[config.mk]
export PLATFORM = sky130hd
export DESIGN_NAME = two_mode_percent_encoder
export DESIGN_NICKNAME = d
export VERILOG_FILES = /design/src/rtl/core/tmpe_pkg.sv /design/src/rtl/core/tmpe_front.sv /design/src/rtl/core/tmpe_queue.sv /design/src/rtl/core/tmpe_back.sv /design/src/rtl/core/two_mode_percent_encoder.sv
export SDC_FILE = /design/constraint.sdc
export NUM_CORES = 1
export LEC_CHECK = 0
export BUFFER_PORTS_ARGS = -buffer_cell sky130_fd_sc_hd__buf_2
export CORE_MARGIN = 5
export CORE_UTILIZATION = 60
export CTS_CLUSTER_SIZE = 28
export DETAILED_ROUTE_END_ITERATION = 12
export HOLD_SLACK_MARGIN = 0.02
export PLACE_DENSITY = 0.79
export RECOVER_POWER = 100
export SETUP_SLACK_MARGIN = 0.5
export SYNTH_ARGS = -nofsm -noshare
export SYNTH_HDL_FRONTEND = slang
export SYNTH_HIERARCHICAL = 1
export SYNTH_SLANG_ARGS = --single-unit
[constraint.sdc]
create_clock -name clk -period 11.5 [get_ports clk]
set_clock_uncertainty 0.1 [all_clocks]
set_input_delay 2.3 -clock clk [delete_from_list [all_inputs] [get_ports clk]]
set_output_delay 2.3 -clock clk [all_outputs]
set_load 0.005 [all_outputs]
[src/rtl/core/tmpe_pkg.sv]
package tmpe_pkg;

  // Configuration register file.
  localparam int CAP_W     = 17;
  localparam int CFG_IDX_W = 1;
  localparam logic [CAP_W-1:0] CAP_RESET = 17'd4096;
  localparam logic [CFG_IDX_W-1:0] REG_MODE     = 1'b0;
  localparam logic [CFG_IDX_W-1:0] REG_CAPACITY = 1'b1;

  localparam logic MODE_PATH      = 1'b0;
  localparam logic MODE_COMPONENT = 1'b1;

  // Depth of the queue between the classifier and the encoder.
  localparam int QUEUE_DEPTH = 2;

  // Characters of interest.
  localparam logic [7:0] CHAR_NUL        = 8'h00;
  localparam logic [7:0] CHAR_PERCENT    = 8'h25;
  localparam logic [7:0] CHAR_DASH       = 8'h2D;
  localparam logic [7:0] CHAR_DOT        = 8'h2E;
  localparam logic [7:0] CHAR_SLASH      = 8'h2F;
  localparam logic [7:0] CHAR_UNDERSCORE = 8'h5F;

  // UTF-8 lead and continuation ranges.
  localparam logic [7:0] CONT_LO   = 8'h80;
  localparam logic [7:0] CONT_HI   = 8'hBF;
  localparam logic [7:0] LEAD2_LO  = 8'hC2;
  localparam logic [7:0] LEAD2_HI  = 8'hDF;
  localparam logic [7:0] LEAD3_LO  = 8'hE0;
  localparam logic [7:0] LEAD3_HI  = 8'hEF;
  localparam logic [7:0] LEAD4_LO  = 8'hF0;
  localparam logic [7:0] LEAD4_HI  = 8'hF4;
  localparam logic [7:0] LEAD_E0   = 8'hE0;
  localparam logic [7:0] LEAD_ED   = 8'hED;
  localparam logic [7:0] LEAD_F0   = 8'hF0;
  localparam logic [7:0] LEAD_F4   = 8'hF4;
  localparam logic [7:0] E0_SEC_LO = 8'hA0;
  localparam logic [7:0] ED_SEC_HI = 8'h9F;
  localparam logic [7:0] F0_SEC_LO = 8'h90;
  localparam logic [7:0] F4_SEC_HI = 8'h8F;

  localparam logic [7:0] HEX_DIGITS [16] = '{
    8'h30, 8'h31, 8'h32, 8'h33, 8'h34, 8'h35, 8'h36, 8'h37,
    8'h38, 8'h39, 8'h41, 8'h42, 8'h43, 8'h44, 8'h45, 8'h46
  };

  typedef struct packed {
    logic safe_path;
    logic safe_comp;
    logic is_dot;
  } byte_class_t;

  typedef struct packed {
    logic [7:0]  data;
    logic        last;
    byte_class_t cls;
  } item_t;

  function automatic byte_class_t classify(input logic [7:0] c);
    byte_class_t r;
    logic alnum;
    logic base;
    alnum = (c >= 8'h30 && c <= 8'h39) || (c >= 8'h41 && c <= 8'h5A) ||
            (c >= 8'h61 && c <= 8'h7A);
    base  = alnum || c == CHAR_DOT || c == CHAR_UNDERSCORE || c == CHAR_DASH;
    r.safe_path = base || c == CHAR_SLASH;
    r.safe_comp = base;
    r.is_dot    = (c == CHAR_DOT);
    return r;
  endfunction

  function automatic logic [7:0] hex_digit(input logic [3:0] v);
    return HEX_DIGITS[v];
  endfunction

  // Length of the sequence that a lead byte opens, zero if it opens none.
  function automatic logic [2:0] utf8_need(input logic [7:0] lead);
    logic [2:0] r;
    r = 3'd0;
    if (lead >= LEAD2_LO && lead <= LEAD2_HI) r = 3'd2;
    if (lead >= LEAD3_LO && lead <= LEAD3_HI) r = 3'd3;
    if (lead >= LEAD4_LO && lead <= LEAD4_HI) r = 3'd4;
    return r;
  endfunction

  function automatic logic [7:0] second_lo(input logic [7:0] lead);
    logic [7:0] r;
    r = CONT_LO;
    if (lead == LEAD_E0) r = E0_SEC_LO;
    if (lead == LEAD_F0) r = F0_SEC_LO;
    return r;
  endfunction

  function automatic logic [7:0] second_hi(input logic [7:0] lead);
    logic [7:0] r;
    r = CONT_HI;
    if (lead == LEAD_ED) r = ED_SEC_HI;
    if (lead == LEAD_F4) r = F4_SEC_HI;
    return r;
  endfunction

endpackage

[src/rtl/core/tmpe_front.sv]
module tmpe_front
  import tmpe_pkg::*;
(
  input  logic       clk,
  input  logic       rst,
  input  logic       in_valid,
  output logic       in_ready,
  input  logic [7:0] in_byte,
  input  logic       in_last,
  output logic       push_valid,
  input  logic       push_ready,
  output item_t      push_item
);

  logic  stage_valid;
  item_t stage;

  assign in_ready   = !stage_valid || push_ready;
  assign push_valid = stage_valid;
  assign push_item  = stage;

  always_ff @(posedge clk) begin
    if (rst) begin
      stage_valid <= 1'b0;
    end else if (in_ready) begin
      stage_valid <= in_valid;
    end
  end

  // The byte class is worked out once here so the encoder only selects it.
  always_ff @(posedge clk) begin
    if (in_valid && in_ready) begin
      stage.data <= in_byte;
      stage.last <= in_last;
      stage.cls  <= classify(in_byte);
    end
  end

endmodule

[src/rtl/core/tmpe_queue.sv]
module tmpe_queue
  import tmpe_pkg::*;
#(
  parameter int DEPTH = QUEUE_DEPTH
) (
  input  logic  clk,
  input  logic  rst,
  input  logic  push_valid,
  output logic  push_ready,
  input  item_t push_item,
  output logic  head_valid,
  input  logic  head_pop,
  output item_t head
);

  localparam int PTR_W = (DEPTH > 1) ? $clog2(DEPTH) : 1;
  localparam int CNT_W = $clog2(DEPTH + 1);
  localparam logic [PTR_W-1:0] PTR_LAST = PTR_W'(DEPTH - 1);

  item_t            mem [DEPTH];
  logic [PTR_W-1:0] wr_ptr;
  logic [PTR_W-1:0] rd_ptr;
  logic [CNT_W-1:0] count;
  logic             do_push;
  logic             do_pop;

  assign push_ready = (count != CNT_W'(DEPTH));
  assign head_valid = (count != '0);
  assign head       = mem[rd_ptr];
  assign do_push    = push_valid && push_ready;
  assign do_pop     = head_pop && head_valid;

  always_ff @(posedge clk) begin
    if (rst) begin
      wr_ptr <= '0;
      rd_ptr <= '0;
      count  <= '0;
    end else begin
      if (do_push) begin
        wr_ptr <= (wr_ptr == PTR_LAST) ? '0 : wr_ptr + 1'b1;
      end
      if (do_pop) begin
        rd_ptr <= (rd_ptr == PTR_LAST) ? '0 : rd_ptr + 1'b1;
      end
      if (do_push && !do_pop) begin
        count <= count + 1'b1;
      end else if (do_pop && !do_push) begin
        count <= count - 1'b1;
      end
    end
  end

  always_ff @(posedge clk) begin
    if (do_push) begin
      mem[wr_ptr] <= push_item;
    end
  end

endmodule

[src/rtl/core/tmpe_back.sv]
module tmpe_back
  import tmpe_pkg::*;
(
  input  logic             clk,
  input  logic             rst,
  input  logic             mode,
  input  logic [CAP_W-1:0] cap,
  input  logic             head_valid,
  input  item_t            head,
  output logic             head_pop,
  output logic             out_valid,
  input  logic             out_ready,
  output logic [7:0]       out_char,
  output logic             out_last,
  output logic             overflow
);

  // Bytes of an unfinished UTF-8 sequence carried over from earlier words.
  logic [7:0]       held [3];
  logic [1:0]       cnt;
  logic [1:0]       pos;
  logic [1:0]       sub;
  logic             esc_unit;
  logic [7:0]       esc_byte;
  logic [CAP_W-1:0] emitted;
  logic             failed;

  logic [7:0]  bv [4];
  logic [7:0]  shifted [3];
  logic [2:0]  pos3;
  logic [2:0]  n;
  logic [2:0]  avail;
  logic [7:0]  c;
  byte_class_t cls_c;
  logic [2:0]  need;
  logic [2:0]  chk;
  logic        prefix_ok;
  logic        esc;
  logic        hold;
  logic [2:0]  take;
  logic [2:0]  size;
  logic        fits;
  logic        out_free;
  logic        deciding;
  logic        do_drop;
  logic        do_hold;
  logic        do_ovf;
  logic        do_first;
  logic        do_cont;
  logic        step_end;
  logic [7:0]  cont_char;

  // The working buffer is the held bytes with the queue head appended.
  always_comb begin
    bv[0] = (cnt == 2'd0) ? head.data : held[0];
    bv[1] = (cnt == 2'd1) ? head.data : held[1];
    bv[2] = (cnt == 2'd2) ? head.data : held[2];
    bv[3] = head.data;
    for (int i = 0; i < 3; i++) begin
      shifted[i] = bv[pos + 2'(i)];
    end
  end

  assign pos3  = {1'b0, pos};
  assign n     = {1'b0, cnt} + 3'd1;
  assign avail = n - pos3;
  assign c     = bv[pos];
  // Held bytes are all at or above 0x80, so only the new byte has a class.
  assign cls_c = (pos == cnt) ? head.cls : '0;
  assign need  = utf8_need(c);
  assign chk   = (avail < need) ? avail : need;

  always_comb begin
    logic [2:0] idx;
    logic [7:0] b;
    logic [7:0] lo;
    logic [7:0] hi;
    prefix_ok = 1'b1;
    for (int j = 1; j < 4; j++) begin
      idx = pos3 + 3'(j);
      b   = bv[idx[1:0]];
      lo  = (j == 1) ? second_lo(c) : CONT_LO;
      hi  = (j == 1) ? second_hi(c) : CONT_HI;
      if (3'(j) < chk && (b < lo || b > hi)) begin
        prefix_ok = 1'b0;
      end
    end
  end

  always_comb begin
    esc  = 1'b0;
    hold = 1'b0;
    take = 3'd1;
    if (mode == MODE_PATH) begin
      esc = !cls_c.safe_path;
    end else if (!c[7]) begin
      esc = !cls_c.safe_comp || (cls_c.is_dot && head.last && pos == cnt);
    end else if (need == 3'd0 || !prefix_ok) begin
      esc = 1'b1;
    end else if (avail >= need) begin
      take = need;
    end else if (head.last) begin
      esc = 1'b1;
    end else begin
      hold = 1'b1;
    end
  end

  assign size = esc ? 3'd3 : take;
  assign fits = ({1'b0, emitted} + (CAP_W + 1)'(size)) < {1'b0, cap};

  assign out_free = !out_valid || out_ready;
  assign deciding = head_valid && !failed && sub == 2'd0;
  assign do_drop  = head_valid && failed;
  assign do_hold  = deciding && hold;
  assign do_ovf   = deciding && !hold && out_free && !fits;
  assign do_first = deciding && !hold && out_free && fits;
  assign do_cont  = head_valid && !failed && sub != 2'd0 && out_free;
  assign step_end = (do_first && !esc && take == 3'd1 && pos == cnt) ||
                    (do_cont && sub == 2'd1 && pos == cnt);
  assign head_pop = do_drop || do_hold || do_ovf || step_end;

  always_comb begin
    if (!esc_unit) begin
      cont_char = c;
    end else if (sub == 2'd2) begin
      cont_char = hex_digit(esc_byte[7:4]);
    end else begin
      cont_char = hex_digit(esc_byte[3:0]);
    end
  end

  always_ff @(posedge clk) begin
    if (rst) begin
      cnt       <= '0;
      pos       <= '0;
      sub       <= '0;
      esc_unit  <= 1'b0;
      emitted   <= '0;
      failed    <= 1'b0;
      out_valid <= 1'b0;
    end else begin
      if (out_valid && out_ready) begin
        out_valid <= 1'b0;
      end
      if (do_drop && head.last) begin
        failed  <= 1'b0;
        emitted <= '0;
        cnt     <= '0;
      end
      if (do_hold) begin
        cnt <= avail[1:0];
        pos <= '0;
      end
      if (do_ovf) begin
        out_valid <= 1'b1;
        out_char  <= CHAR_NUL;
        out_last  <= 1'b1;
        overflow  <= 1'b1;
        failed    <= !head.last;
        cnt       <= '0;
        pos       <= '0;
        if (head.last) begin
          emitted <= '0;
        end
      end
      if (do_first) begin
        out_valid <= 1'b1;
        out_char  <= esc ? CHAR_PERCENT : c;
        out_last  <= step_end && head.last;
        overflow  <= 1'b0;
        emitted   <= emitted + CAP_W'(size);
        esc_unit  <= esc;
        esc_byte  <= c;
        sub       <= esc ? 2'd2 : 2'(take - 3'd1);
        if (!esc) begin
          pos <= pos + 2'd1;
        end
      end
      if (do_cont) begin
        out_valid <= 1'b1;
        out_char  <= cont_char;
        out_last  <= step_end && head.last;
        overflow  <= 1'b0;
        sub       <= sub - 2'd1;
        if (!esc_unit || sub == 2'd1) begin
          pos <= pos + 2'd1;
        end
      end
      // A word is finished once its final character is on its way out.
      if (step_end) begin
        cnt <= '0;
        pos <= '0;
        if (head.last) begin
          emitted <= '0;
        end
      end
    end
  end

  always_ff @(posedge clk) begin
    if (do_hold) begin
      for (int i = 0; i < 3; i++) begin
        if (3'(i) < avail) begin
          held[i] <= shifted[i];
        end
      end
    end
  end

  a_pos_in_buffer: assert property (@(posedge clk) disable iff (rst)
    pos <= cnt)
    else $error("scan position has run past the buffered bytes");

  a_failed_is_clean: assert property (@(posedge clk) disable iff (rst)
    failed |-> (cnt == 2'd0 && sub == 2'd0))
    else $error("bytes held or unit open while dropping a failed string");

  a_unit_has_word: assert property (@(posedge clk) disable iff (rst)
    (sub != 2'd0) |-> head_valid)
    else $error("unit in progress without its word at the queue head");

  a_error_item_shape: assert property (@(posedge clk) disable iff (rst)
    (out_valid && overflow) |-> (out_last && out_char == CHAR_NUL))
    else $error("error word is not a terminating null");

endmodule

[src/rtl/core/two_mode_percent_encoder.sv]
// An accepted word is registered in the front stage and the queue before its first
// character is registered at the output. Throughput: one character per cycle while
// out_ready is high; a passed byte gives one character, an escaped byte three, and
// a held or dropped byte none. The one output character register sets the rate.
// Reset: synchronous, active high; clears the queue, held count, character count
// and failure flag, and sets mode 0 and an output capacity of 4096.
module two_mode_percent_encoder
  import tmpe_pkg::*;
#(
  parameter int QDEPTH = QUEUE_DEPTH
) (
  input  logic                 clk,
  input  logic                 rst,
  input  logic                 in_valid,
  output logic                 in_ready,
  input  logic [7:0]           in_byte,
  input  logic                 in_last,
  output logic                 out_valid,
  input  logic                 out_ready,
  output logic [7:0]           out_char,
  output logic                 out_last,
  output logic                 overflow,
  input  logic                 cfg_valid,
  output logic                 cfg_ready,
  input  logic [CFG_IDX_W-1:0] cfg_index,
  input  logic [CAP_W-1:0]     cfg_data
);

  logic             mode;
  logic [CAP_W-1:0] out_capacity;
  logic             push_valid;
  logic             push_ready;
  item_t            push_item;
  logic             head_valid;
  logic             head_pop;
  item_t            head;

  assign cfg_ready = 1'b1;

  always_ff @(posedge clk) begin
    if (rst) begin
      mode         <= MODE_PATH;
      out_capacity <= CAP_RESET;
    end else if (cfg_valid && cfg_ready) begin
      unique case (cfg_index)
        REG_MODE:     mode         <= cfg_data[0];
        REG_CAPACITY: out_capacity <= cfg_data;
        default: ;
      endcase
    end
  end

  tmpe_front u_front (
    .clk        (clk),
    .rst        (rst),
    .in_valid   (in_valid),
    .in_ready   (in_ready),
    .in_byte    (in_byte),
    .in_last    (in_last),
    .push_valid (push_valid),
    .push_ready (push_ready),
    .push_item  (push_item)
  );

  tmpe_queue #(
    .DEPTH (QDEPTH)
  ) u_queue (
    .clk        (clk),
    .rst        (rst),
    .push_valid (push_valid),
    .push_ready (push_ready),
    .push_item  (push_item),
    .head_valid (head_valid),
    .head_pop   (head_pop),
    .head       (head)
  );

  tmpe_back u_back (
    .clk        (clk),
    .rst        (rst),
    .mode       (mode),
    .cap        (out_capacity),
    .head_valid (head_valid),
    .head       (head),
    .head_pop   (head_pop),
    .out_valid  (out_valid),
    .out_ready  (out_ready),
    .out_char   (out_char),
    .out_last   (out_last),
    .overflow   (overflow)
  );

endmodule

==> impl_metrics.csv <==
group,metric,value,unit
cts,hold_buffers,0,
run_status,status,"complete, but fails checks",
pwr,p_seq_frac,0.344,
routing,drtPass1Iterations,6,
timing,finalSetupTns,0,ns
synth,synth_edf_count,78,
global_route,grt_start_max_net_pins,39,
routing,drt-initial-drc-count,711,
global_route,antenna_found_initial,0,
critical_path,required,11.65,ns
critical_path,arrival,10.41,ns
floorplan,fp.dieW,126.8,um
critical_path,r2r-start,"u_back/cnt[0]",
global_route,overflow,0,
synth,synthFlopType,"edfxtp_1",
critical_path,cp-start-kind,"flop",
synth,yosys_warnings,6,
cts,post-cts-setup-buffers,0,
layout,drive_gt1_frac,0.1635,
cts,cts_tree,"yes",
cts,clkSlewWorstSetupHoldPaths,0.06,ns
layout,final_util,0.6685,
layout,fillers,1060,
routing,vias_per_cell,6.349,
pwr,power_density,189.3,nW/um^2
placement,gp_congestion,1.000,
worst_hold_path,hp-start,"u_front/push_item[0]",
synth,netlist_area,8189,sq um
floorplan,die_h,126.8,um
pwr,clock_power_share,0.327,
floorplan,core-area,13300,sq um
cts,numCtsBuffers,17,
timing,final.min_clock_period,10.26,ns
synth,synth_nets,884,
floorplan,initial_core_util,0.6159,
synth,yosys.area.top_type_share,0.2860,
critical_path,slowest_stage,"o21ai_1",
critical_path,critPathMaxStageDelay,1.12,ns
cts,cts_max_level,4,
cts,max-clock-path-buffers,2,
synth,postSynthCellCount,813,
timing,slew-limit-headroom,-0.02822,
timing,setup_viol,0,
routing,num_vias,6514,
routing,drtAntennaViolNets,0,
layout,diodes,0,
worst_hold_path,min_path_type,"flop to flop",
synth,synth.yosys.seq_area_share,0.4083,
cts,cts_resized,0,
pwr,internal_power,1.093,mW
critical_path,end_kind,"flop",
routing,drt_wl_total,20.04,mm
layout,final_nets,908,
placement,hpwl,14.49,mm
cts,root_buffer,"clkbuf_16",
placement,port_buffers,43,
pwr,pwr-share-comb,0.329,
pwr,ir_worst_vdd,0.0001258,V
synth,synth_area_leaders,"edfxtp_1 29%, dfxtp_1 12%, ha_1 5.8%",
timing,hold_viol,0,
critical_path,path_delay_family,"compound AO/OA/AOI/OAI gates",
timing,maxSlewViolCount,29,
timing,timing.hold.ws,0.3505,ns
synth,syn_area_per_cell,10.07,sq um
pwr,switching_share,0.3501,
floorplan,io_pins,45,
floorplan,dieArea,16080,sq um
floorplan,rows,42,
synth,async_reset_ff_frac,0,
run_status,violations,"capacitance limit, slew limit",
pwr,power_switching,0.5890,mW
routing,avgRoutedWirePerCell,19.53,um
critical_path,startpoint,"u_back/cnt[0]",
global_route,grt_pass1_vias,6330,
synth,yosys.area.top_type,"edfxtp_1",
timing,rsz0062_at_grt,"no",
cts,cts_sinks,128,
timing,fmax,0.09745,GHz
global_route,grt_pass1_wl,32.46,mm
synth,ys_ff_latch,128,
pwr,p_leak,3.417,nW
critical_path,cp_num_buf_inv,1,
routing,drcViolationCount,0,
timing,tightest_slew,1.542,ns
global_route,track_usage,0.2538,
cts,clk_latency,0.42,ns
job,cap_violations,1,
synth,synth.distinct_cells,94,
critical_path,path_max_fanout,26,
layout,synthToLayoutAreaGrowth,8.541,%
timing,period_share,0.8924,
critical_path,worstSetupPathType,"flop to flop",
==> Yosys cell counts (11+ instances only) <==
| cell | instances |
|---|---|
| mux2_2 | 12 |
| nand2_1 | 40 |
| a21oi_1 | 46 |
| buf_6 | 13 |
| nand3_1 | 42 |
| mux2i_1 | 26 |
| o21ai_0 | 32 |
| a211oi_1 | 11 |
| inv_1 | 44 |
| a21oi_2 | 16 |
| dfxtp_1 | 50 |
| a21bo_1 | 14 |
| ha_1 | 38 |
| xor2_1 | 14 |
| nor2b_1 | 11 |
| edfxtp_1 | 78 |
| nor3b_1 | 11 |
| a21o_1 | 11 |
| nor2_1 | 56 |
| nand2b_1 | 20 |
==> sequential cells by signal (all words and copies together), names as in the netlist, 2 cells and up, named ones only <==
register           count
u_queue/mem           24
u_back/pos             2
u_back/cnt             2
u_back/sub             2
u_queue/count          2
u_back/emitted        17
u_front/push_item     12
out_capacity          17
u_back/held           24
u_back/out_char        8
u_back/esc_byte        8
==> metrics by stage <==
stage	power [mW]	setup WS [ns]	instances	area [sq um]
2_1_floorplan	1.018	3.496	813	8189
3_3_place_gp	1.115	2.237	994	8333
3_5_place_dp	1.132	1.822	994	8333
4_1_cts	1.686	1.745	1026	8946
5_1_grt	1.771	0.4757	1026	8889
6_report	1.682	1.238	1026	8889
==> final cells by class <==
class / count / area, sq um / area share
repair buffers: 50 / 241.5 / 0.02717
clock buffers: 19 / 464.2 / 0.05222
multi-input cells: 594 / 4298 / 0.4835
clock inverters: 13 / 148.9 / 0.01675
inverters: 46 / 172.7 / 0.01943
well taps: 176 / 220.2 / 0.02477
flip-flops and latches: 128 / 3343 / 0.3761
==> layout by cell type, fill, tap and decap left out, types with 27 or more instances in the layout <==
cell / count
edfxtp_1: 78
ha_1: 38
mux2i_1: 27
nand3_1: 42
inv_1: 44
nor2_1: 57
a21oi_1: 48
nand2_1: 40
buf_2: 28
o21ai_0: 33
dfxtp_1: 50
==> cells by family (layout without fill, tap and decap cells) <==
logic type | Yosys count | after routing | share of synthesized area
compound gates | 229 | 229 | 0.2124
xor+xnor | 21 | 21 | 0.02338
fa+ha+maj | 39 | 39 | 0.06050
buf+inv | 91 | 128 | 0.06310
flops | 128 | 128 | 0.4083
mux | 41 | 41 | 0.05454
other cells | 1 | 1 | 0.0004579
simple gates | 263 | 263 | 0.1774
==> layer usage <==
| metal | routed length (um) | up-vias | global-route usage |
|---|---|---|---|
| met3 | 1438 | 51 | 0.05885 |
| met2 | 9544 | 311 | 0.4131 |
| li1 | - | 3067 | - |
| met1 | 8383 | 3085 | 0.3286 |
| met4 | 670 | 0 | 0.1003 |
| met5 | 0 | - | 0 |
==> worst register-to-register path: cells and delay by family, from the launching register on <==
family	cells	cell delay (ns)
muxes	2	0.76
xor gates and xnor gates	1	0.17
AOI/OAI and AO/OA	13	4.14
buffers and inverters	1	0.10
DFF	1	0.48
adders and majority gates	3	0.87
and+or+nand+nor	15	3.49
==> power by group through the flow <==
stage	registers, mW	logic [mW]	clock network, mW
floorplan	0.578	0.440	0
global placement	0.584	0.531	0
detailed placement	0.587	0.545	0
CTS	0.578	0.550	0.558
global route	0.584	0.601	0.586
finish	0.579	0.554	0.549
==> worst paths after layout <==
check                                    endpoint  slack [ns]  depth (start not counted)
worst max-delay path            u_back/emitted[2]        1.24                         35
worst min-delay path            u_queue/mem[1][0]        0.35                          0
worst max register to register  u_back/emitted[2]        1.24                         35
worst min register to register  u_queue/mem[1][0]        0.35                          0
Note: power is estimated with default switching activity, not from simulation.
